### config.mk
export PLATFORM = sky130hd
export DESIGN_NAME = swks_ctrl
export DESIGN_NICKNAME = d
export VERILOG_FILES = /design/src/rtl/core/swks_pkg.sv /design/src/rtl/core/swks_ctrl.sv
export SDC_FILE = /design/constraint.sdc
export NUM_CORES = 1
export LEC_CHECK = 0
export BUFFER_PORTS_ARGS = -buffer_cell sky130_fd_sc_hd__buf_4
export CAP_MARGIN = 20
export CORE_AREA = 8 8 45 47
export DETAILED_ROUTE_END_ITERATION = 10
export DIE_AREA = 0 0 53 55
export GPL_TIMING_DRIVEN = 0
export PLACE_DENSITY = 0.59
export SETUP_SLACK_MARGIN = 0.15
export SLEW_MARGIN = 20
export SYNTH_ARGS = -nofsm -noshare
export SYNTH_HDL_FRONTEND = slang
export SYNTH_SLANG_ARGS = --single-unit
### constraint.sdc
create_clock -name clk -period 4.05 [get_ports clk]
set_input_delay 0.405 -clock clk [delete_from_list [all_inputs] [get_ports clk]]
set_output_delay 0.405 -clock clk [all_outputs]
set_load 0.03 [all_outputs]
### src/rtl/core/swks_pkg.sv
// Shared types and constants for the 2D sliding-window rank filter.
// Used by swks_ctrl, swks_dp and the top level; no dependencies.
package swks_pkg;

  localparam int MaxWidth      = 1024;
  localparam int MaxWindowRows = 16;
  localparam int MaxWindowCols = 16;
  localparam int MaxRank       = 16;
  localparam int PixelBits     = 16;

  localparam int ColBits  = $clog2(MaxWidth);       // column address
  localparam int SlotBits = $clog2(MaxWindowRows);  // line slot address
  localparam int AddrBits = ColBits + SlotBits;
  localparam int BitIdxW  = $clog2(PixelBits);
  localparam int CntBits  = $clog2(MaxWindowRows * MaxWindowCols + 1);

  // Configuration register indexes
  typedef enum logic [1:0] {
    REG_IMAGE_WIDTH   = 2'd0,
    REG_WINDOW_HEIGHT = 2'd1,
    REG_WINDOW_WIDTH  = 2'd2,
    REG_RANK          = 2'd3
  } cfg_idx_t;

  // Controller states, one-hot
  typedef enum logic [5:0] {
    ST_IDLE  = 6'b000001,
    ST_CHECK = 6'b000010,
    ST_SCAN  = 6'b000100,
    ST_DRAIN = 6'b001000,
    ST_PASS  = 6'b010000,
    ST_OUT   = 6'b100000
  } state_t;

  // Controller to datapath
  typedef struct packed {
    logic load;   // item accepted this cycle
    logic init;   // start a selection
    logic issue;  // read the next window pixel
    logic pass;   // close one bit pass
    logic emit;   // move result to the output register
  } cmd_t;

  // Datapath to controller
  typedef struct packed {
    logic emit_pending;  // accepted item yields a result
    logic rank_over;     // rank exceeds window size
    logic scan_last;     // last window pixel being read
    logic bit_zero;      // current pass is the lowest bit
    logic out_free;      // output register can take a result
  } status_t;

endpackage

### src/rtl/core/swks_ctrl.sv
// Sequencer for the rank filter: accept, per-bit scan passes, output.
// Depends on swks_pkg.
module swks_ctrl import swks_pkg::*; (
  input  logic    clk,
  input  logic    rst_n,
  input  logic    in_valid,
  output logic    in_ready,
  input  status_t status,
  output cmd_t    cmd
);

  state_t state_r, state_nxt;

  // No item is taken while reset is held
  assign in_ready = rst_n && (state_r == ST_IDLE);

  // Next state and commands
  always_comb begin
    state_nxt = state_r;
    cmd       = '0;
    case (state_r)
      ST_IDLE: begin
        if (in_valid && in_ready) begin
          cmd.load  = 1'b1;
          state_nxt = ST_CHECK;
        end
      end
      ST_CHECK: begin
        cmd.init = 1'b1;
        if (!status.emit_pending) state_nxt = ST_IDLE;
        else if (status.rank_over) state_nxt = ST_OUT;
        else state_nxt = ST_SCAN;
      end
      ST_SCAN: begin
        cmd.issue = 1'b1;
        if (status.scan_last) state_nxt = ST_DRAIN;
      end
      ST_DRAIN: state_nxt = ST_PASS;
      ST_PASS: begin
        cmd.pass  = 1'b1;
        state_nxt = status.bit_zero ? ST_OUT : ST_SCAN;
      end
      ST_OUT: begin
        if (status.out_free) begin
          cmd.emit  = 1'b1;
          state_nxt = ST_IDLE;
        end
      end
      default: state_nxt = ST_IDLE;
    endcase
  end

  always_ff @(posedge clk) begin
    if (!rst_n) state_r <= ST_IDLE;
    else        state_r <= state_nxt;
  end

endmodule

==> results.toml <==
[setup_path]
cp_slowest_cell = "or4_4"
crit_start = "state_r[5]"
arrival_ns = 1.51
r2r_slack_ns = 2.62
reg2reg_to = "state_r[0]"
rr_worst_depth = 4
cp_cell_sequence = "or4_4 > nand2b_4 > inv_1 > buf_4"
cp-start-kind = "flop"
end_kind = "output port"
critical_path_class = "reg2out"
max_stage_delay_ns = 0.55
worstPathRequired_ns = 3.64
reg2reg_from = "state_r[5]"
crit_path_max_fanout = 6

[floorplan]
die_area_um2 = 2920
rows = 14
pin_count = 14
fp.dieH_um = 55
start_util_pct = 26.8
chipWidth_um = 53
coreArea_um2 = 1380

[sta]
fin_crit_ns = 1.91
skew_ns = 0.000570
setup_viol = 0
drv_slew = 0
period_share_pct = 47.2
tns_ns = 0
maxSlewHeadroom_pct = 66.5
rsz0062_at_grt = "false"
max_slew.worst_pin.slew_ns = 0.498
finalHoldViolCount = 0
fmax_ghz = 0.523

[min_path]
hold_depth = 2
hold_path_class = "in2reg"
holdPathEnd = "state_r[1]"
hold_start = "in_valid"

[yosys]
synth_fp_nets = 49
synth_area_um2 = 370
ys_warn_count = 0
ys_types = 26
syn_inst = 41
ys_seq_elements = 6
syn_area_per_cell_um2 = 9.03
synth_seq_area_share_pct = 32.4

[layout]
nNetsFinal = 67
areaGrowthSynthToFinish_pct = 37.8
reg.largest.list = "state_r: 6 flops"
num-fill-cells = 158
diodes = 0
layout-drive-gt1-share_pct = 40.4
finalNonFillerCells = 73
largest_reg_flops = 6
top_register = "state_r"

[clocking]
cts.sink_count = 6
cts_setup_buffers = 0
htree_num_levels = 1
ctsResizeCount = 0
cts_tree = "yes"
cts-root-buf = "clkbuf_4"
cts_inserted_buffers = 3
clockBufferDepth = 2
clkTransAtPathRegs_ns = 0.04
cts_hold_buf = 0
clk_latency_ns = 0.23

[detailed_routing]
drt_iter0_drc = 9
drt_first_pass_iters = 2
vias_per_cell = 4.90
wl_um = 866
drtAntennaViolNets = 0
wl_per_cell_um = 11.9
drc = 0
vias = 358

[placed_design]
gp_congestion = 0.766
dp_hpwl_um = 744
placedCellCount = 70
io_buffer_count = 13

[grt]
gr-usage-met3_pct = 3.48
antenna_found_initial = 0
busiest_layer = "met2"
grt_first_pass_wirelength_mm = 1.41
grt_use_met2_pct = 10.7
grt_pass1_vias = 353
grt_max_degree = 7
track_usage_pct = 6.78
grt_util_met1_pct = 6.24
overflow = 0

[run_status]
outcome = "finished, final reports clean"

[job]
drv_cap = 0

[pwr]
p_leak_uw = 0.000227
cellPowerDensity_nw_per_um2 = 287
ir_drop_v = 0.000107
cells in the final DEF, fill, tap and decap left out, types with 2 or more instances in the layout:
cell      instances
dfxtp_1           6
nor2_1            2
o21ai_0           3
buf_4            13
inv_1             2
nor3_1            2
nor2b_1           4
clkbuf_4          3
and2_1            3
layer usage:
layer	wire length [µm]	vias to the layer above
met5	0	-
met1	369	156
met4	11	0
li1	-	192
met3	89	2
met2	396	8
synth_stat cells:
cell type | number | area share, %
and2b_1 | 1 | 2.0
a32oi_1 | 1 | 2.4
nor2_2 | 1 | 1.7
a221oi_1 | 1 | 2.4
nor2_1 | 2 | 2.0
o31a_1 | 1 | 2.4
nor4_2 | 1 | 3.4
nand2b_4 | 1 | 3.7
nor3b_1 | 1 | 2.0
dfxtp_1 | 6 | 32
and2_1 | 3 | 5.1
or4_4 | 1 | 3.0
and4b_2 | 1 | 3.0
nand4b_1 | 1 | 2.4
and4_2 | 1 | 2.7
o21bai_1 | 1 | 2.0
nand2_1 | 1 | 1.0
o311ai_0 | 1 | 2.4
o21ai_0 | 3 | 4.1
inv_1 | 2 | 2.0
and3_1 | 1 | 1.7
nor2b_1 | 4 | 6.8
nor4b_1 | 1 | 2.4
o21ai_2 | 1 | 2.4
nor3_1 | 2 | 2.7
a211oi_1 | 1 | 2.0
where the power goes:
group / internal (µW) / total [µW] / switching, µW
Clock: 33.3 / 51.3 / 18.0
Sequential: 61.5 / 64.2 / 2.72
Combinational: 16.0 / 31.2 / 15.2
Total: 111 / 147 / 35.9
critical path: cells and delay by family, from the launching register on:
kind / cells / cell delay [ns]
flip-flops: 1 / 0.34
buffers and inverters: 2 / 0.20
AND/OR/NAND/NOR: 2 / 0.72
stage by stage:
step / area, µm² / power [µW] / hold WS (ns) / setup WS, ns / util (%)
2_1_floorplan: 370 / 83.6 / 0.527 / 2.28 / -
3_3_place_gp: 488 / 96.8 / 0.616 / 2.39 / 35.3
3_5_place_dp: 488 / 96.6 / 0.615 / 2.39 / 35.3
6_report: 510 / 147 / 0.391 / 2.14 / 36.9
5_1_grt: 510 / 158 / 0.398 / 2.06 / 36.9
4_1_cts: 510 / 150 / 0.388 / 2.13 / 36.9
worst max-delay path by stage:
| stage | end | slack (ns) | cells past startpoint |
|---|---|---|---|
| floorplan | cmd[4] | 2.28 | 3 |
| global placement | cmd[2] | 2.39 | 4 |
| detailed placement | cmd[2] | 2.39 | 4 |
| CTS | cmd[2] | 2.13 | 4 |
| global route | cmd[2] | 2.06 | 4 |
| finish | cmd[2] | 2.14 | 4 |
logic make-up after synthesis:
group	synth area share [%]
flops	32.4
buf+inv	2.03
compound gates	19.9
simple gates	45.6
area by class of cell:
cell class | count | area [µm²] | share of cell area [%]
clock buffer | 3 | 22.5 | 4.41
inverter | 2 | 7.51 | 1.47
multi-input combinational | 33 | 243 | 47.5
sequential | 6 | 120 | 23.5
tap | 16 | 20.0 | 3.92
timing repair buffer | 13 | 97.6 | 19.1
Power figures use the tool's default switching activity.
